[src/sv/wfs_pkg.sv]
package wfs_pkg;

	localparam int DEF_WIN_W     = 3;
	localparam int DEF_WIN_H     = 3;
	localparam int DEF_MAX_WIDTH = 1024;
	localparam int MAX_HEIGHT    = 1024;

	// column field in a queued job, wide enough for the longest line allowed
	localparam int COL_W       = 12;
	localparam int QUEUE_DEPTH = 2;

	localparam int CFG_IDX_W  = 3;
	localparam int CFG_DATA_W = 64;

	localparam logic [CFG_IDX_W-1:0] CFG_TF_MODE      = 3'd0;
	localparam logic [CFG_IDX_W-1:0] CFG_FRAME_WIDTH  = 3'd1;
	localparam logic [CFG_IDX_W-1:0] CFG_FRAME_HEIGHT = 3'd2;
	localparam logic [CFG_IDX_W-1:0] CFG_FEAT_0       = 3'd3;
	localparam logic [CFG_IDX_W-1:0] CFG_FEAT_1       = 3'd4;
	localparam logic [CFG_IDX_W-1:0] CFG_FEAT_2       = 3'd5;
	localparam logic [CFG_IDX_W-1:0] CFG_FEAT_3       = 3'd6;

	localparam logic [1:0] MODE_LINEAR    = 2'd0;
	localparam logic [1:0] MODE_ELLIPTIC  = 2'd1;
	localparam logic [1:0] MODE_GAUSSIAN  = 2'd2;
	localparam logic [1:0] MODE_HYPERBOLA = 2'd3;

	typedef logic [3:0][63:0] feat_t;

	typedef struct packed {
		logic signed [15:0] sample;
		logic [COL_W-1:0]   col;
		logic [1:0]         rm;     // row modulo window height
		logic [9:0]         c0;
		logic [9:0]         r0;
		logic               emit;
		logic               last;
	} job_t;

	typedef enum logic [2:0] {
		XF_LIN = 3'd0,
		XF_ELL = 3'd1,
		XF_GAU = 3'd2,
		XF_HYP = 3'd3
	} xf_op_t;

	typedef struct packed {
		logic        start;
		xf_op_t      op;
		logic [15:0] a;     // |d| saturated at 2.0
	} xf_req_t;

	function automatic logic signed [15:0] gauss_val(input logic [4:0] k);
		logic signed [15:0] g;
		case (k)
			5'd0:    g = 16'sd16384;
			5'd1:    g = 16'sd15801;
			5'd2:    g = 16'sd14158;
			5'd3:    g = 16'sd11739;
			5'd4:    g = 16'sd8928;
			5'd5:    g = 16'sd6111;
			5'd6:    g = 16'sd3587;
			5'd7:    g = 16'sd1536;
			5'd8:    g = 16'sd0;
			5'd9:    g = -16'sd1057;
			5'd10:   g = -16'sd1732;
			5'd11:   g = -16'sd2132;
			5'd12:   g = -16'sd2354;
			5'd13:   g = -16'sd2468;
			5'd14:   g = -16'sd2523;
			5'd15:   g = -16'sd2548;
			default: g = -16'sd2558;
		endcase
		return g;
	endfunction

endpackage

[src/sv/wfs_fifo.sv]
module wfs_fifo
	import wfs_pkg::*;
(
	input  logic clk,
	input  logic arst_n,
	input  logic push,
	input  job_t din,
	output logic full,
	input  logic pop,
	output job_t dout,
	output logic empty
);

	localparam int PW = (QUEUE_DEPTH > 1) ? $clog2(QUEUE_DEPTH) : 1;
	localparam int CNT_W = $clog2(QUEUE_DEPTH + 1);

	job_t             mem_q [QUEUE_DEPTH];
	logic [PW-1:0]    wp_q, rp_q;
	logic [CNT_W-1:0] cnt_q;

	assign full  = (cnt_q == CNT_W'(QUEUE_DEPTH));
	assign empty = (cnt_q == '0);
	assign dout  = mem_q[rp_q];

	always_ff @(posedge clk or negedge arst_n) begin
		if (!arst_n) begin
			wp_q  <= '0;
			rp_q  <= '0;
			cnt_q <= '0;
		end else begin
			if (push) begin
				wp_q <= (wp_q == PW'(QUEUE_DEPTH - 1)) ? '0 : wp_q + 1'b1;
			end
			if (pop) begin
				rp_q <= (rp_q == PW'(QUEUE_DEPTH - 1)) ? '0 : rp_q + 1'b1;
			end
			if (push && !pop) begin
				cnt_q <= cnt_q + 1'b1;
			end else if (pop && !push) begin
				cnt_q <= cnt_q - 1'b1;
			end
		end
	end

	always_ff @(posedge clk) begin
		if (push) begin
			mem_q[wp_q] <= din;
		end
	end

endmodule

[config.mk]
export PLATFORM = sky130hd
export DESIGN_NAME = wfs_fifo
export DESIGN_NICKNAME = d
export VERILOG_FILES = /design/src/sv/wfs_pkg.sv /design/src/sv/wfs_fifo.sv
export SDC_FILE = /design/constraint.sdc
export NUM_CORES = 1
export LEC_CHECK = 0
export ABC_CLOCK_PERIOD_IN_PS = 3500
export BUFFER_PORTS_ARGS = -buffer_cell sky130_fd_sc_hd__buf_2
export CAP_MARGIN = 10
export CELL_PAD_IN_SITES_DETAIL_PLACEMENT = 0
export CELL_PAD_IN_SITES_GLOBAL_PLACEMENT = 1
export CORE_AREA = 2 2 106 108
export DETAILED_ROUTE_END_ITERATION = 8
export DIE_AREA = 0 0 108 110
export PLACE_DENSITY_LB_ADDON = 0.1
export SLEW_MARGIN = 0
export SYNTH_ARGS = -nofsm -noshare
export SYNTH_HDL_FRONTEND = slang
export SYNTH_SLANG_ARGS = --single-unit
[constraint.sdc]
create_clock -name clk -period 3.5 [get_ports clk]
set_clock_uncertainty 0.2 [all_clocks]
set_input_delay 0.525 -clock clk [delete_from_list [all_inputs] [get_ports clk]]
set_output_delay 0.525 -clock clk [all_outputs]
set_load 0.01 [all_outputs]
==> results.md, run 1 <==
| Item | Value |
| --- | --- |
| Global-route wire length before repair | 10.47 mm |
| CP Max Fanout | 53 |
| Worst slew slack as a fraction of its limit | 0.3380 |
| Overall power of the completed layout | 3.740 mW |
| Via count of the first global-routing pass | 2,115 |
| Sequence of cells on the critical path | mux2_2, buf_2 |
| Number of instances in the placed design | 424 |
| CTS tree | built |
| Starting utilization of the core area | 0.3917 |
| Status | finished, final reports clean |
| Die span in x | 108 um |
| Final Wtd Congestion | 0.6359 |
| Clock sink count | 108 |
| Overflow left after global routing | 0 |
| CTS Hold Buffers Added | 1 |
| Final hold vios | 0 |
| Final period demand of the worst path | 2738 ps |
| Quantity of gates resized following cts | 0 |
| Total buffers and inverters traversed by the critical path | 1 |
| Post-layout instance count excluding filler cells | 441 |
| Count of routing violations after the opening detailed-route iteration | 64 |
| Total negative slack | 0 ps |
| Maximum clock path buffer count | 2 |
| Number of distinct library cell variants in the gate-level netlist after synthesis | 13 |
| Synthesized Nets | 235 |
| Cell area after synthesis | 4190 um2 |
| Ratio of routed vias to standard cells | 4.474 |
| Share of cells above drive strength 1 | 0.5947 |
| Most frequent standard cell in the layout excluding fill and tap cells | buf_2 |
| Detailed placement HPWL | 4.557 mm |
| PD cells | 745.3 nW/um2 |
| FMAX | 365.2 MHz |
| Sum of routed wire length over all layers | 6.929 mm |
| Final ANT Viol Nets | 0 |
| Root Buffer Master | clkbuf_8 |
| Synth Warn # | 0 |
| Largest cells by area after synthesis | edfxtp_1 (75%), mux2_4 (18%), buf_12 (2.4%) |
| Port Buffers | 109 |
| Count of antenna diodes in the layout | 0 |
| Post-synthesis cell count | 178 |
| Die outline area | 11,880 um2 |
| Vertical extent of the die | 110 um |
| CP peak stage delay | 1100 ps |
| Final cycle utilization of the critical path | 0.7824 |
| Number of maximum-capacitance constraint violations | 0 |
| WL/cell | 15.71 um |
| TritonCTS buffer count | 9 |
| GR Util met2 | 0.2062 |
| Register area share after synthesis | 0.7692 |
| Synth area leader | edfxtp_1 |
| Least setup slack across all paths after layout | 761.7 ps |
| Fin area | 5019 um2 |
| Post CTS Setup Buffer Count | 0 |
| Maximum number of pins on one net before global-route repair | 54 |
| Synthesized area per cell | 23.54 um2 |
| Sort of element at the end of the critical path | primary output |
| Io pins | 110 |
| Antenna violations before repair | 0 |
| DR pass1 iterations | 6 |
| Commonest non-fill, non-tap cells in the layout | buf_2 (109), edfxtp_1 (104), mux2_4 (49), clkbuf_8 (9), xor2_1 (4) |
| Post-synth top area share | 0.7453 |
| Number of H-tree branching levels | 3 |
| Source-to-sink clock delay at the later pin of the worst-skew pair | 340 ps |
| Required time at the endpoint of the critical path | 2770 ps |
| Min-delay worst type | input port to flop |
| Max rail drop VDD | 341.8 uV |
| Via count of the routed design | 1,973 |
| Critical path startpoint category | flop |
| Clock Pin Slew Worst Setup and Hold Paths | 100 ps |
| Signal arrival time at the worst endpoint | 2010 ps |
| Cell class contributing the biggest share of worst-path delay | flip-flops |
| Growth of design area from synthesis to finish | 19.77% |
| Flop and latch count out of synthesis | 108 |
| Overall fraction of global-route tracks in use | 0.1209 |
| Unrepaired setup endpoints after global routing | false |
| Placed cell area | 4847 um2 |
| Number of core rows | 38 |
| Total leakage power | 2.010 nW |
| Net count of the finished layout | 353 |
| Filler Cells Inserted | 934 |
| Kind of critical path | flop to primary output |
| Critical-path cell with the highest stage delay | dfrtp_4 |
| GR met3 Demand/Resource | 0.03704 |
| Finish-stage setup viols | 0 |
| Layer carrying the most global-route usage | met2 |
| Max-slew violation count | 0 |
| Area of the core | 10,700 um2 |
| M1 GR Usage | 0.1399 |
| Post-Place Worst Slack | 1088 ps |
| Final routed DRC violation total | 0 |
| Slew at the pin closest to its max-slew limit | 993.0 ps |
-- cell families after synthesis --
family	share of synthesized area
buf+inv	0.02747
fa+ha+maj	0.002985
simple gates	0.006272
xor+xnor	0.01045
flops	0.7692
mux	0.1836
-- cell usage after synthesis --
library cell,n
and2_1,1
buf_12,5
buf_6,1
dfrtp_1,4
edfxtp_1,104
ha_1,1
inv_1,1
mux2_2,3
mux2_4,49
nor2_1,2
nor2b_1,2
xnor2_1,1
xor2_1,4
-- layout make-up --
cell class / instances / area, um2 / area share
Timing Repair Buffer: 113 / 590.6 / 0.1177
Multi-Input combinational cell: 63 / 860.8 / 0.1715
Sequential cell: 108 / 3227 / 0.6430
Inverter: 1 / 3.754 / 0.0007479
Clock buffer: 12 / 135.1 / 0.02693
Clock inverter: 4 / 26.28 / 0.005236
Tap cell: 140 / 175.2 / 0.03490
-- layer usage --
layer / part of all wire / up-vias
met3: 0.075 / 6
met2: 0.51 / 66
met5: 0 / -
met4: 0.012 / 0
li1: - / 925
met1: 0.40 / 976
-- metrics by stage --
| stage | hold slack [ps] | utilization |
|---|---|---|
| 2_1_floorplan | 29.41 | - |
| 3_3_place_gp | 140.7 | 0.4531 |
| 6_report | 154.0 | 0.4691 |
| 5_1_grt | 131.1 | 0.4691 |
| 4_1_cts | 130.7 | 0.4691 |
| 3_5_place_dp | 143.1 | 0.4531 |
-- final timing paths --
kind / start / endpoint / slack (ps) / cells after the start
worst max-delay path: rp_q / dout[31] / 760 / 2
worst min-delay path: din[34] / mem_q[0][34] / 150 / 1
worst max register to register: wp_q / mem_q[1][32] / 1660 / 2
worst min register to register: cnt_q[1] / cnt_q[1] / 290 / 1
max in group asynchronous: arst_n / rp_q / 2660 / 2
min in group asynchronous: arst_n / cnt_q[1] / 300 / 2
-- state kept, by name (all words and copies together), names as in the netlist --
register	count
rp_q	1
cnt_q	2
mem_q	104
wp_q	1
-- where the power goes --
| group | leakage (nW) | internal [mW] | switching, mW |
|---|---|---|---|
| Combinational | 0.918 | 0.675 | 0.470 |
| Sequential | 1.02 | 1.72 | 0.238 |
| Clock | 0.0703 | 0.258 | 0.383 |
| Total | 2.01 | 2.65 | 1.09 |
Power figures use the tool's default switching activity.
==> run 2, diff against run 1 <==
--- a/config.mk
+++ b/config.mk
@@ -5,14 +5,14 @@
 export SDC_FILE = /design/constraint.sdc
 export NUM_CORES = 1
 export LEC_CHECK = 0
-export ABC_CLOCK_PERIOD_IN_PS = 3500
+export ABC_CLOCK_PERIOD_IN_PS = 2800
 export BUFFER_PORTS_ARGS = -buffer_cell sky130_fd_sc_hd__buf_2
 export CAP_MARGIN = 10
 export CELL_PAD_IN_SITES_DETAIL_PLACEMENT = 0
 export CELL_PAD_IN_SITES_GLOBAL_PLACEMENT = 1
-export CORE_AREA = 2 2 106 108
+export CORE_AREA = 2 2 101 103
 export DETAILED_ROUTE_END_ITERATION = 8
-export DIE_AREA = 0 0 108 110
+export DIE_AREA = 0 0 103 105
 export PLACE_DENSITY_LB_ADDON = 0.1
 export SLEW_MARGIN = 0
 export SYNTH_ARGS = -nofsm -noshare
==> constraint.sdc (replaced) <==
create_clock -name clk -period 2.8 [get_ports clk]
set_clock_uncertainty 0.2 [all_clocks]
set_input_delay 0.42 -clock clk [delete_from_list [all_inputs] [get_ports clk]]
set_output_delay 0.42 -clock clk [all_outputs]
set_load 0.01 [all_outputs]
==> run 2 against run 1 <==
Sequential cell count is the same; largest power group unchanged; combinational power grew 38%; critical path type unchanged; clock power grew 58%; worst setup slack lost 420 ps; sequential share of layout area shrank 0.85 points.
==> results.md, run 2 (same netlist as run 1, synthesis figures left out) <==
| Item | Value |
| --- | --- |
| Status | finished, final reports clean |
| DR pass1 iterations | 6 |
| Ratio of routed vias to standard cells | 4.499 |
| Most flop-heavy register | mem_q |
| Post-Place Worst Slack | 704.8 ps |
| Filler Cells Inserted | 829 |
| Io pins | 110 |
| Total leakage power | 2.054 nW |
| Die span in x | 103 um |
| Final cycle utilization of the critical path | 0.8777 |
| Area of all sequential standard cells | 3227 um2 |
| Most frequent standard cell in the layout excluding fill and tap cells | buf_2 |
| TritonCTS buffer count | 9 |
| Final ANT Viol Nets | 0 |
| Commonest non-fill, non-tap cells in the layout | buf_2 (109), edfxtp_1 (104), mux2_4 (49), clkbuf_8 (10) |
| Worst-case register-to-register setup slack | 1310 ps |
| Signal arrival time at the worst endpoint | 1840 ps |
| Max-slew violation count | 0 |
| Slew at the pin closest to its max-slew limit | 383.6 ps |
| CP Max Fanout | 40 |
| Maximum clock path buffer count | 2 |
| Final period demand of the worst path | 2457 ps |
| Clock Pin Slew Worst Setup and Hold Paths | 100 ps |
| Critical-path cell with the highest stage delay | dfrtp_4 |
| Port Buffers | 109 |
| Clock sink count | 108 |
| Worst-case hold slack | 36.68 ps |
| Final Wtd Congestion | 0.6614 |
| Count of routing violations after the opening detailed-route iteration | 50 |
| Unrepaired setup endpoints after global routing | false |
| Min-delay worst type | input port to flop |
| Net count of the finished layout | 355 |
| Antenna violations before repair | 1 |
| Total negative slack | 0 ps |
| Post-layout instance count excluding filler cells | 437 |
| Critical path startpoint category | flop |
| Overflow left after global routing | 0 |
| PD cells | 960.8 nW/um2 |
| Detailed placement HPWL | 4.525 mm |
| Maximum number of pins on one net before global-route repair | 41 |
| Max rail drop VDD | 410.6 uV |
| Least setup slack across all paths after layout | 342.5 ps |
| Share of cells above drive strength 1 | 0.6040 |
| Die outline area | 10,820 um2 |
| Required time at the endpoint of the critical path | 2180 ps |
| Hold Path Stages | 1 |
| CP peak stage delay | 600 ps |
| Overall fraction of global-route tracks in use | 0.1294 |
| FMAX | 406.9 MHz |
| WL/cell | 15.52 um |
| Endpoint of the lowest-slack register-to-register path | mem_q[1][11] |
| Placed cell area | 4853 um2 |
| Final design utilization | 0.5276 |
| Reg-to-reg critical path startpoint | wp_q |
| Largest registers | mem_q (104), cnt_q (2) |
| Sum of routed wire length over all layers | 6.784 mm |
| Total area of multi-input combinational cells | 860.8 um2 |
| Root Buffer Master | clkbuf_8 |
| Quantity of gates resized following cts | 0 |
| Kind of critical path | flop to primary output |
| Overall power of the completed layout | 4.887 mW |
| Final hold vios | 0 |
| End of the worst hold path | mem_q[0][39] |
| Sequence of cells on the critical path | buf_12, mux2_2, buf_2 |
| Number of core rows | 36 |
| Source-to-sink clock delay at the later pin of the worst-skew pair | 350 ps |
| CTS Hold Buffers Added | 1 |
| Number of maximum-capacitance constraint violations | 0 |
| Area of the core | 9639 um2 |
| Finish-stage setup viols | 0 |
| Final routed DRC violation total | 0 |
| Growth of design area from synthesis to finish | 21.38% |
| Global-route wire length before repair | 10.21 mm |
| Via count of the routed design | 1,966 |
| Sort of element at the end of the critical path | primary output |
| Number of H-tree branching levels | 3 |
| Starting utilization of the core area | 0.4347 |
| Launch point of the worst hold path | din[39] |
| Worst slew slack as a fraction of its limit | 0.7442 |
| Fin area | 5086 um2 |
| Via count of the first global-routing pass | 2,023 |
| Worst reg2reg path depth | 2 |
| Number of instances in the placed design | 419 |
| Vertical extent of the die | 105 um |
| CTS tree | built |
| Post CTS Setup Buffer Count | 0 |
| Largest register FFs | 104 |
## run 2: per-layer routing
| layer | GRT usage | vias up | wire (um) |
|---|---|---|---|
| li1 | - | 932 | - |
| met1 | 0.1554 | 959 | 2785 |
| met2 | 0.2101 | 67 | 3487 |
| met3 | 0.03478 | 8 | 393 |
| met4 | 0.06767 | 0 | 117 |
| met5 | 0 | - | 0 |
## run 2: worst max path at each step
| stage | from | endpoint | cells past startpoint |
|---|---|---|---|
| after floorplan | push | mem_q[0][0] | 1 |
| after global placement | rp_q | dout[32] | 3 |
| after detailed placement | rp_q | dout[36] | 3 |
| after CTS | rp_q | dout[36] | 3 |
| after global routing | rp_q | dout[36] | 3 |
| final | rp_q | dout[36] | 3 |
## run 2: final cells by class
class                      instances  share of cell area
antenna                            1           0.0004920
clock buffer                      12             0.02854
tap                              133             0.03272
sequential                       108              0.6344
clock inverter                     4             0.01476
inverter                           1           0.0007380
timing repair buffer             115              0.1191
multi-input combinational         63              0.1692
## run 2: worst max-delay path, delay by kind of cell (launching register included)
kind	cells	cell delay (ps)
buffers and inverters	2	480
DFF	1	600
muxes	1	380
## run 2: power by group
| part | total (mW) | internal [mW] | switching (mW) |
|---|---|---|---|
| clock network | 1.01 | 0.529 | 0.482 |
| registers | 2.29 | 2.15 | 0.140 |
| logic | 1.59 | 0.844 | 0.743 |
| total | 4.89 | 3.52 | 1.37 |
