==> src/sv/wfs_pkg.sv <==
package wfs_pkg;

	localparam int DEF_WIN_W     = 3;
	localparam int DEF_WIN_H     = 3;
	localparam int DEF_MAX_WIDTH = 1024;
	localparam int MAX_HEIGHT    = 1024;

	// column field in a queued job, wide enough for the longest line allowed
	localparam int COL_W       = 12;
	localparam int QUEUE_DEPTH = 2;

	localparam int CFG_IDX_W  = 3;
	localparam int CFG_DATA_W = 64;

	localparam logic [CFG_IDX_W-1:0] CFG_TF_MODE      = 3'd0;
	localparam logic [CFG_IDX_W-1:0] CFG_FRAME_WIDTH  = 3'd1;
	localparam logic [CFG_IDX_W-1:0] CFG_FRAME_HEIGHT = 3'd2;
	localparam logic [CFG_IDX_W-1:0] CFG_FEAT_0       = 3'd3;
	localparam logic [CFG_IDX_W-1:0] CFG_FEAT_1       = 3'd4;
	localparam logic [CFG_IDX_W-1:0] CFG_FEAT_2       = 3'd5;
	localparam logic [CFG_IDX_W-1:0] CFG_FEAT_3       = 3'd6;

	localparam logic [1:0] MODE_LINEAR    = 2'd0;
	localparam logic [1:0] MODE_ELLIPTIC  = 2'd1;
	localparam logic [1:0] MODE_GAUSSIAN  = 2'd2;
	localparam logic [1:0] MODE_HYPERBOLA = 2'd3;

	typedef logic [3:0][63:0] feat_t;

	typedef struct packed {
		logic signed [15:0] sample;
		logic [COL_W-1:0]   col;
		logic [1:0]         rm;     // row modulo window height
		logic [9:0]         c0;
		logic [9:0]         r0;
		logic               emit;
		logic               last;
	} job_t;

	typedef enum logic [2:0] {
		XF_LIN = 3'd0,
		XF_ELL = 3'd1,
		XF_GAU = 3'd2,
		XF_HYP = 3'd3
	} xf_op_t;

	typedef struct packed {
		logic        start;
		xf_op_t      op;
		logic [15:0] a;     // |d| saturated at 2.0
	} xf_req_t;

	function automatic logic signed [15:0] gauss_val(input logic [4:0] k);
		logic signed [15:0] g;
		case (k)
			5'd0:    g = 16'sd16384;
			5'd1:    g = 16'sd15801;
			5'd2:    g = 16'sd14158;
			5'd3:    g = 16'sd11739;
			5'd4:    g = 16'sd8928;
			5'd5:    g = 16'sd6111;
			5'd6:    g = 16'sd3587;
			5'd7:    g = 16'sd1536;
			5'd8:    g = 16'sd0;
			5'd9:    g = -16'sd1057;
			5'd10:   g = -16'sd1732;
			5'd11:   g = -16'sd2132;
			5'd12:   g = -16'sd2354;
			5'd13:   g = -16'sd2468;
			5'd14:   g = -16'sd2523;
			5'd15:   g = -16'sd2548;
			default: g = -16'sd2558;
		endcase
		return g;
	endfunction

endpackage

==> src/sv/wfs_front.sv <==
module wfs_front
	import wfs_pkg::*;
#(
	parameter int WIN_W     = DEF_WIN_W,
	parameter int WIN_H     = DEF_WIN_H,
	parameter int MAX_WIDTH = DEF_MAX_WIDTH
) (
	input  logic               clk,
	input  logic               arst_n,
	input  logic signed [15:0] sample,
	input  logic               sample_valid,
	output logic               sample_ready,
	input  logic [10:0]        frame_width,
	input  logic [10:0]        frame_height,
	output job_t               job,
	output logic               job_push,
	input  logic               job_full
);

	localparam int CW   = $clog2(MAX_WIDTH);
	localparam int XW   = (CW + 1 > 11) ? CW + 1 : 11;
	localparam int RM_W = (WIN_H > 1) ? $clog2(WIN_H) : 1;

	logic [CW-1:0]   col_q;
	logic [9:0]      row_q;
	logic [RM_W-1:0] rm_q;

	logic [XW-1:0]   wc, col1, fw_x;
	logic [10:0]     hc, row1;
	logic            acc;

	always_comb begin
		fw_x = XW'(frame_width);
		if (frame_width == '0) begin
			wc = XW'(1);
		end else if (fw_x > XW'(MAX_WIDTH)) begin
			wc = XW'(MAX_WIDTH);
		end else begin
			wc = fw_x;
		end
		if (frame_height == '0) begin
			hc = 11'd1;
		end else if (frame_height > 11'(MAX_HEIGHT)) begin
			hc = 11'(MAX_HEIGHT);
		end else begin
			hc = frame_height;
		end
		col1 = XW'(col_q) + XW'(1);
		row1 = 11'(row_q) + 11'd1;
	end

	assign sample_ready = !job_full;
	assign acc          = sample_valid && sample_ready;
	assign job_push     = acc;

	always_comb begin
		job.sample = sample;
		job.col    = COL_W'(col_q);
		job.rm     = 2'(rm_q);
		job.c0     = 10'(col1 - XW'(WIN_W));
		job.r0     = 10'(row1 - 11'(WIN_H));
		job.emit   = (col1 >= XW'(WIN_W)) && (row1 >= 11'(WIN_H));
		job.last   = (col1 == wc) && (row1 == hc);
	end

	always_ff @(posedge clk or negedge arst_n) begin
		if (!arst_n) begin
			col_q <= '0;
			row_q <= '0;
			rm_q  <= '0;
		end else if (acc) begin
			if (col1 >= wc) begin
				col_q <= '0;
				if (row1 >= hc) begin
					row_q <= '0;
					rm_q  <= '0;
				end else begin
					row_q <= row1[9:0];
					rm_q  <= (rm_q == RM_W'(WIN_H - 1)) ? '0 : rm_q + 1'b1;
				end
			end else begin
				col_q <= col1[CW-1:0];
			end
		end
	end

endmodule

==> config.mk <==
export PLATFORM = sky130hd
export DESIGN_NAME = wfs_front
export DESIGN_NICKNAME = d
export VERILOG_FILES = /design/src/sv/wfs_pkg.sv /design/src/sv/wfs_front.sv
export SDC_FILE = /design/constraint.sdc
export NUM_CORES = 1
export LEC_CHECK = 0
export BUFFER_PORTS_ARGS = -buffer_cell sky130_fd_sc_hd__buf_2
export CORE_ASPECT_RATIO = 0.7
export CORE_MARGIN = 1
export CORE_UTILIZATION = 40
export CTS_CLUSTER_DIAMETER = 40
export DETAILED_ROUTE_END_ITERATION = 8
export PLACE_DENSITY_LB_ADDON = 0.25
export SYNTH_ARGS = -nofsm -noshare
export SYNTH_HDL_FRONTEND = slang
export SYNTH_SLANG_ARGS = --single-unit
export TNS_END_PERCENT = 5
==> constraint.sdc <==
create_clock -name clk -period 3.35 [get_ports clk]
set_input_delay 0.335 -clock clk [delete_from_list [all_inputs] [get_ports clk]]
set_output_delay 0.335 -clock clk [all_outputs]
set_load 0.01 [all_outputs]
==> results.yml, run 1 <==
grt:
  antenna_found_initial: 0
  grt_start_max_net_pins: 23
  grt-ovfl-total: 0
  grt_usage_pct: 19.3
  grt_pass1_vias: 2185
  grt_pass1_wl_mm: 10.5
min_path:
  hp-class: "in2async"
worst_setup_path:
  cpMaxStageDelayCell: "dfrtp_2"
  crit_arrival_ps: 3230
  worstPathCellList: "ha_2 -> and3_1 -> nand3_1 -> xor2_1 -> inv_1 -> ha_1 -> a41o_1 -> a21oi_1 -> o221ai_2 -> nor2_2 -> nand2_1 -> o41ai_1"
  cp_data_required_time_ps: 3510
  path_buf_inv: 1
  r2r-end: "col_q[7]"
  r2r_slack_ps: 280
  critPathMaxFanout: 8
  crit_path_end_kind: "flop"
  start_kind: "flop"
  r2r_cells: 12
  cp_top_family: "compound AO/OA/AOI/OAI gates"
  path_class: "reg2reg"
  slowest_delay_ps: 460
  reg2reg_from: "col_q[1]"
floorplanning:
  rows: 24
  dieWidth_um: 98.2
  core_um2: 6250
  die_height_um: 69.4
  fp.dieArea_um2: 6810
  pin_count: 96
  initial_core_util_pct: 41.5
route:
  wirelength_mm: 6.25
  drc: 6
  post_drt_wl_per_cell_um: 14.1
  ant_nets: 0
  dr.first_iter.drc_count: 139
  dr.pass1.iters: 6
  viasPerCell: 5.17
  vias: 2296
sta:
  max-slew-margin-rel_pct: 65.8
  skew_ps: 1.17
  final-setup-viol-count: 0
  rsz0062_at_grt: "no"
  whs_ps: 37.2
  worstMarginPinSlew_ps: 513
  clock.fmax_ghz: 0.326
  hold_violations: 0
  fin_crit_sh_pct: 91.6
  min_period_ps: 3070
  final_max_slew_viol_count: 0
  tns_ps: 0
clock_network:
  cts-root-buf: "clkbuf_8"
  clk_latency_ps: 260
  path_clk_slew_ps: 80
  cts_tree: "done"
  clkSinkCount: 22
  cts_buffers: 3
  cts_setup_buffers: 0
  cts_htree_levels: 1
  clockBufferDepth: 2
final_layout:
  n_antenna_cell: 0
  fillers: 629
  final_cells: 444
  drive_gt1_share_pct: 28.4
  final_nets: 436
  area_growth_pct: 12.5
place:
  port_buffers: 61
  dpl.hpwl_mm: 5.16
  dp.cells: 441
  place_congestion: 0.877
logic_synthesis:
  synthCells: 319
  syn_area_um2: 2590
  ys_seq_area_share_pct: 21.2
  synth.distinct_cells: 51
  yosysWarnings: 0
  avgSynthCellArea_um2: 8.13
  synth-seq-cells: 22
outcome:
  violations: "DRC"
  status: "finished, violations left"
pwr:
  p_per_area_nw_per_um2: 761
  ir_drop_mv: 0.246
  p_leak_uw: 0.00147
job:
  maxCapViolCount: 0
## stage by stage
step | instance area (µm²) | util [%] | total power [µW] | worst slack (ps)
detailed placement | 2860 | 45.8 | 2060 | 170
floorplan | 2600 | - | 1560 | 399
finish | 2920 | 46.7 | 2220 | 280
global placement | 2860 | 45.8 | 2030 | 241
global route | 2920 | 46.7 | 2420 | 23.4
CTS | 2910 | 46.5 | 2230 | 25.1
## logic make-up (layout without fill, tap and decap cells)
kind of cell             count (synthesis)  after routing  share of synthesized area (%)
AND/OR/NAND/NOR                        123            123                           24.9
other                                    1              2                          0.145
flip-flops                              22             22                           21.2
XOR/XNOR                                35             35                           13.4
buffers and inverters                   58            104                           13.1
AO/OA/AOI/OAI                           54             54                           14.7
adder cells (fa/ha/maj)                 26             26                           12.5
## report_power, final
group / total (µW) / switching (µW) / internal [µW]
Sequential: 481 / 144 / 337
Combinational: 1570 / 866 / 708
Clock: 164 / 83.6 / 80.3
Total: 2220 / 1090 / 1130
## worst max-delay path by stage
stage | endpoint | cells after the start | startpoint
floorplan | row_q[7] | 14 | col_q[1]
global placement | col_q[7] | 12 | col_q[1]
detailed placement | col_q[7] | 12 | col_q[1]
CTS | job[0] | 9 | row_q[0]
global route | col_q[7] | 12 | col_q[1]
finish | col_q[7] | 12 | col_q[1]
## worst register-to-register path, delay by kind of cell, from the launching register on
kind	cells	cell delay, ps
fa+ha+maj	2	610
simple gates	4	710
buf+inv	1	120
compound gates	4	890
xor+xnor	1	180
flops	1	460
## repair_timing
action                                  in CTS  in global routing
pin swaps                                    0                  0
endpoints found under the setup margin       1                 10
cloned                                       0                  0
hold buffers                                 0                  0
gates resized for setup                      1                  4
## state kept, by name, summed over array words and instances (netlist names)
register  cells
row_q        10
col_q        10
rm_q          2
## cell type report
class	instances	area (µm²)	share of cell area, %
multi-input cells	240	1720	58.9
flip-flops and latches	22	553	19.0
repair buffers	75	410	14.1
inverters	26	97.6	3.35
well taps	78	97.6	3.35
clock buffers	3	41.3	1.42
## cells in the mapped netlist, drive strengths merged
cell type | instances | share of area (%)
xnor2 | 22 | 8.0
nand2 | 50 | 7.2
and2b | 1 | 0.29
a2111oi | 1 | 1.1
a21oi | 8 | 1.5
nor3 | 9 | 2.4
nand4 | 8 | 2.5
and3 | 7 | 1.9
nand2b | 3 | 1.0
a41o | 1 | 0.39
o211ai | 1 | 0.48
a21o | 1 | 0.29
nor2 | 20 | 3.1
o21ai | 22 | 4.4
o31ai | 5 | 1.4
inv | 24 | 3.5
or3 | 1 | 0.24
clkinv | 2 | 0.29
o221ai | 3 | 1.5
nand3b | 1 | 0.29
o22ai | 1 | 0.24
a31oi | 3 | 0.72
conb | 1 | 0.14
dfrtp | 22 | 21
a211oi | 2 | 0.58
o21a | 2 | 0.58
ha | 26 | 13
o41ai | 1 | 0.34
buf | 32 | 9.3
xor2 | 13 | 5.4
o311ai | 1 | 0.34
nand3 | 19 | 5.0
nor4 | 4 | 0.97
a22o | 1 | 0.34
a21boi | 1 | 0.43
## cell usage in the layout, fill, tap and decap left out, drive strengths merged, types with 2 or more instances in the layout
cell	synthesis	final
nor3	9	9
nor2	20	20
buf	32	75
inv	24	24
o31ai	5	5
a21oi	8	8
dfrtp	22	22
a211oi	2	2
clkinv	2	2
conb	1	2
nor4	4	4
clkbuf	0	3
ha	26	26
xor2	13	13
nand4	8	8
nand2b	3	3
o221ai	3	3
and3	7	7
nand3	19	19
xnor2	22	22
nand2	50	50
o21ai	22	22
o21a	2	2
a31oi	3	3
## layer usage
layer | global-route usage (%) | wire [µm] | up-vias
li1 | - | - | 1164
met1 | 30.6 | 3420 | 1075
met2 | 27.4 | 2510 | 51
met3 | 3.23 | 304 | 6
met4 | 3.15 | 17 | 0
met5 | 0 | 0 | -
Power figures use the tool's default switching activity.
==> inputs of run 2 (changes only) <==
Settings changed: MAX_ROUTING_LAYER set to met4.
Clock period 3.35 ns to 2.7 ns, I/O delays scaled along.
==> results.yml, run 2 (synthesized netlist as in run 1, its figures left out) <==
clock_network:
  clockBufferDepth: 2
  clkSinkCount: 22
  cts-root-buf: "clkbuf_8"
  cts_tree: "done"
  cts_buffers: 3
  clk_latency_ps: 260
  path_clk_slew_ps: 80
  cts_htree_levels: 1
route:
  dr.pass1.iters: 9
  wirelength_mm: 6.82
  dr.first_iter.drc_count: 134
  drc: 7
  viasPerCell: 5.12
  ant_nets: 0
  post_drt_wl_per_cell_um: 14.1
  vias: 2477
place:
  dpl.hpwl_mm: 5.62
  place_congestion: 0.885
  port_buffers: 61
  dp_slack_ps: -6.09
final_layout:
  final-seq-area_um2: 557
  fillers: 593
  final_nets: 475
  multiInputGateArea_um2: 1860
  n_antenna_cell: 0
  area_growth_pct: 30.4
  reg.largest.list: "col_q x10, row_q x10, rm_q x2"
  final_common_cell: "buf_2"
  drive_gt1_share_pct: 41.6
  final_util_pct: 54.1
  layout_common_cells: "61 x buf_2, 51 x buf_4, 49 x nand2_1"
sta:
  final-setup-viol-count: 0
  fin_crit_sh_pct: 99.8
  skew_ps: 4.72
  worstMarginPinSlew_ps: 504
  layout_setup_ws_ps: 5.07
  hold_violations: 0
  min_period_ps: 2690
  final_max_slew_viol_count: 0
  max-slew-margin-rel_pct: 66.4
  whs_ps: 504
  clock.fmax_ghz: 0.371
  rsz0062_at_grt: "yes"
worst_setup_path:
  crit_arrival_ps: 2420
  start_kind: "flop"
  cp_data_required_time_ps: 2430
  critPathMaxFanout: 3
  crit_path_end_kind: "output port"
  path_class: "reg2out"
floorplanning:
  dieWidth_um: 98.2
  die_height_um: 69.4
  initial_core_util_pct: 41.5
  fp.dieArea_um2: 6810
  rows: 24
  pin_count: 96
  core_um2: 6250
pwr:
  ir_drop_mv: 0.385
  p_per_area_nw_per_um2: 931
  p_leak_uw: 0.00168
outcome:
  violations: "DRC"
  status: "finished, violations left"
grt:
  grt_start_max_net_pins: 23
  grt-ovfl-total: 0
  grt_pass1_wl_mm: 11.3
  grt_pass1_vias: 2298
  grt_usage_pct: 21.2
  antenna_found_initial: 0
job:
  maxCapViolCount: 0
min_path:
  hp-class: "in2async"
[run 2: critical path, stage by stage (launching register included)]
cell and delay (ps):
dfrtp_1 380, nand3_2 120, or3_4 390, xor2_2 160, inv_1 60, ha_1 270
nand4_1 150, nor3_2 250, buf_4 140, and3_1 130, buf_2 120
[run 2: metrics by stage]
step	area (µm²)	cells	TNS (ps)	power [µW]
3_3_place_gp	3140	472	0	2790
6_report	3380	484	0	3150
3_5_place_dp	3140	472	-6.09	2800
4_1_cts	3250	479	0	3080
2_1_floorplan	2640	320	0	1970
5_1_grt	3380	484	-673	3400
[run 2: path summary, 6_finish.rpt]
check / startpoint / endpoint / slack, ps / cells after the start
max in group asynchronous: arst_n / col_q[0] / 1820 / 2
hold reg to reg: rm_q[1] / rm_q[0] / 520 / 1
hold / removal: arst_n / row_q[8] / 500 / 2
setup / recovery: row_q[2] / job[0] / 5 / 10
setup reg to reg: col_q[0] / row_q[2] / 30 / 12
min in group clk: sample_valid / col_q[5] / 510 / 4
[run 2: layer usage]
metal / up-vias / GRT usage [%] / share of wire, %
met2: 81 / 28.0 / 39
li1: 1245 / - / -
met4: 0 / 3.48 / 0.79
met3: 10 / 3.02 / 6.1
met5: - / - / 0
met1: 1141 / 33.8 / 54
[run 2: cell type report]
cell class / count / area share, %
multi-input cells: 240 / 55.1
repair buffers: 114 / 21.0
flip-flops and latches: 22 / 16.5
inverters: 26 / 2.89
well taps: 78 / 2.89
clock buffers: 4 / 1.63
[run 2: repair_timing]
action,in CTS,in global routing
buffers inserted,2,5
endpoints found under the hold margin,22,0
gates resized for setup,10,22
endpoints found under the setup margin,4,26
gates cloned,0,0
pin swaps,2,10
hold buffers,1,0
[run 2: power breakdown]
group | switching, µW | total (µW) | internal (µW)
Combinational | 1270 | 2360 | 1090
Clock | 104 | 234 | 130
Sequential | 132 | 555 | 423
Total | 1510 | 3150 | 1640
==> inputs of run 3 (changes only) <==
Settings changed: CELL_PAD_IN_SITES_DETAIL_PLACEMENT set to 0, CELL_PAD_IN_SITES_GLOBAL_PLACEMENT set to 1, CORE_UTILIZATION 40 to 33.
==> results.yml, run 3 (synthesized netlist as in run 1, its figures left out) <==
floorplanning:
  dieWidth_um: 108
  core_um2: 7450
  rows: 26
  initial_core_util_pct: 34.8
  pin_count: 96
  die_height_um: 76.2
  fp.dieArea_um2: 8220
worst_setup_path:
  crit_path_end_kind: "output port"
  crit_start: "row_q[0]"
  crit_arrival_ps: 2420
  path_class: "reg2out"
  reg2reg_from: "col_q[5]"
  critPathMaxFanout: 3
  start_kind: "flop"
  cp_data_required_time_ps: 2430
sta:
  fin_crit_sh_pct: 99.5
  worstMarginPinSlew_ps: 535
  max-slew-margin-rel_pct: 64.4
  layout_setup_ws_ps: 13.9
  skew_ps: 2.98
  final_max_slew_viol_count: 0
  final-setup-viol-count: 0
  min_period_ps: 2690
  rsz0062_at_grt: "yes"
  clock.fmax_ghz: 0.372
  hold_violations: 0
route:
  dr.first_iter.drc_count: 140
  vias: 2497
  viasPerCell: 4.92
  wirelength_mm: 7.50
  post_drt_wl_per_cell_um: 14.8
  ant_nets: 0
  drc: 0
  dr.pass1.iters: 4
grt:
  grt-ovfl-total: 0
  grt_pass1_wl_mm: 11.8
  grt_usage_pct: 18.8
  grt_pass1_vias: 2319
  grt_start_max_net_pins: 23
  antenna_found_initial: 0
final_layout:
  fillers: 754
  layout_common_cells: "61 x buf_2, 50 x buf_4, 49 x nand2_1"
  n_antenna_cell: 0
  finalInstanceArea_um2: 3500
  drive_gt1_share_pct: 42.4
  area_growth_pct: 35.2
  final_cells: 508
  final_common_cell: "buf_2"
  final_nets: 479
  reg.largest.list: "col_q x10, row_q x10, rm_q x2"
place:
  dp_slack_ps: -56.1
  placed_area_um2: 3230
  dp.cells: 499
  place_congestion: 0.882
  dpl.hpwl_mm: 6.13
  port_buffers: 61
clock_network:
  clkSinkCount: 22
  cts_htree_levels: 1
  cts_tree: "done"
  cts-root-buf: "clkbuf_8"
  path_clk_slew_ps: 80
  clk_latency_ps: 260
  cts_buffers: 3
  clockBufferDepth: 2
pwr:
  p_leak_uw: 0.00173
  ir_drop_mv: 0.436
  p_per_area_nw_per_um2: 939
min_path:
  hp-class: "in2async"
outcome:
  status: "completed"
job:
  maxCapViolCount: 0
## run 3: cell types whose count changed in the layout (fill, tap and decap cells not counted), moves of 2 or more
cell     previous run  this run
o21ai_0             9         4
buf_6               1         4
o21ai_1            12        15
nor2_4              2         0
nor2_2              6         8
nand3_2             5         3
o31ai_1             5         3
## run 3: final timing paths
kind	cells after the start	slack (ps)	to
worst max-delay path	10	10	job[0]
worst min-delay path	2	520	row_q[6]
max in group asynchronous	2	1790	row_q[3]
worst max register to register	11	80	row_q[2]
min in group clk	4	530	col_q[1]
worst min register to register	2	530	row_q[8]
## run 3: worst max-delay path: stages, from the launching register on
cell and delay (ps):
dfrtp_1 430, buf_6 140, nand3_4 70, or3_4 400
xor2_2 170, inv_1 80, ha_1 270, nand4_1 120
nor3_2 170, and3_1 190, buf_2 130
## run 3: layer usage
metal  share of wire, %  vias up  global-route usage (%)  wire (µm)
met4               0.64        0                    3.15         48
met5                  0        -                       -          0
li1                   -     1255                       -          -
met3                6.2        4                    1.71        462
met1                 54     1162                    30.0       4080
met2                 39       76                    25.4       2920
## run 3: area by class of cell
class / instances / area, µm² / area share (%)
Multi-Input combinational cell: 241 / 1930 / 55.0
Timing Repair Buffer: 117 / 756 / 21.6
Sequential cell: 22 / 557 / 15.9
Tap cell: 98 / 123 / 3.50
Inverter: 26 / 97.6 / 2.78
Clock buffer: 4 / 45.0 / 1.29
## run 3: power breakdown
part	internal [µW]	leakage, µW	switching [µW]
clock network	105	0.0000228	105
registers	423	0.000284	147
logic	1170	0.00142	1340
total	1700	0.00173	1590
## run 3: through the flow
stage / TNS, ps / utilization, % / hold WS [ps] / total power (µW)
6_report: 0 / 47.0 / 524 / 3290
3_5_place_dp: -113 / 43.3 / 281 / 2890
3_3_place_gp: 0 / 43.3 / 271 / 2890
4_1_cts: -18.8 / 44.8 / 535 / 3150
2_1_floorplan: 0 / - / -25.6 / 1970
5_1_grt: -684 / 47.0 / 540 / 3560
## run 3: what timing repair did
item | in CTS | in global routing
cloned | 0 | 1
pin swaps | 1 | 10
setup endpoints to repair | 15 | 26
hold endpoints to repair | 22 | 0
setup buffers | 1 | 2
resized for setup | 11 | 35
hold buffers | 1 | 0
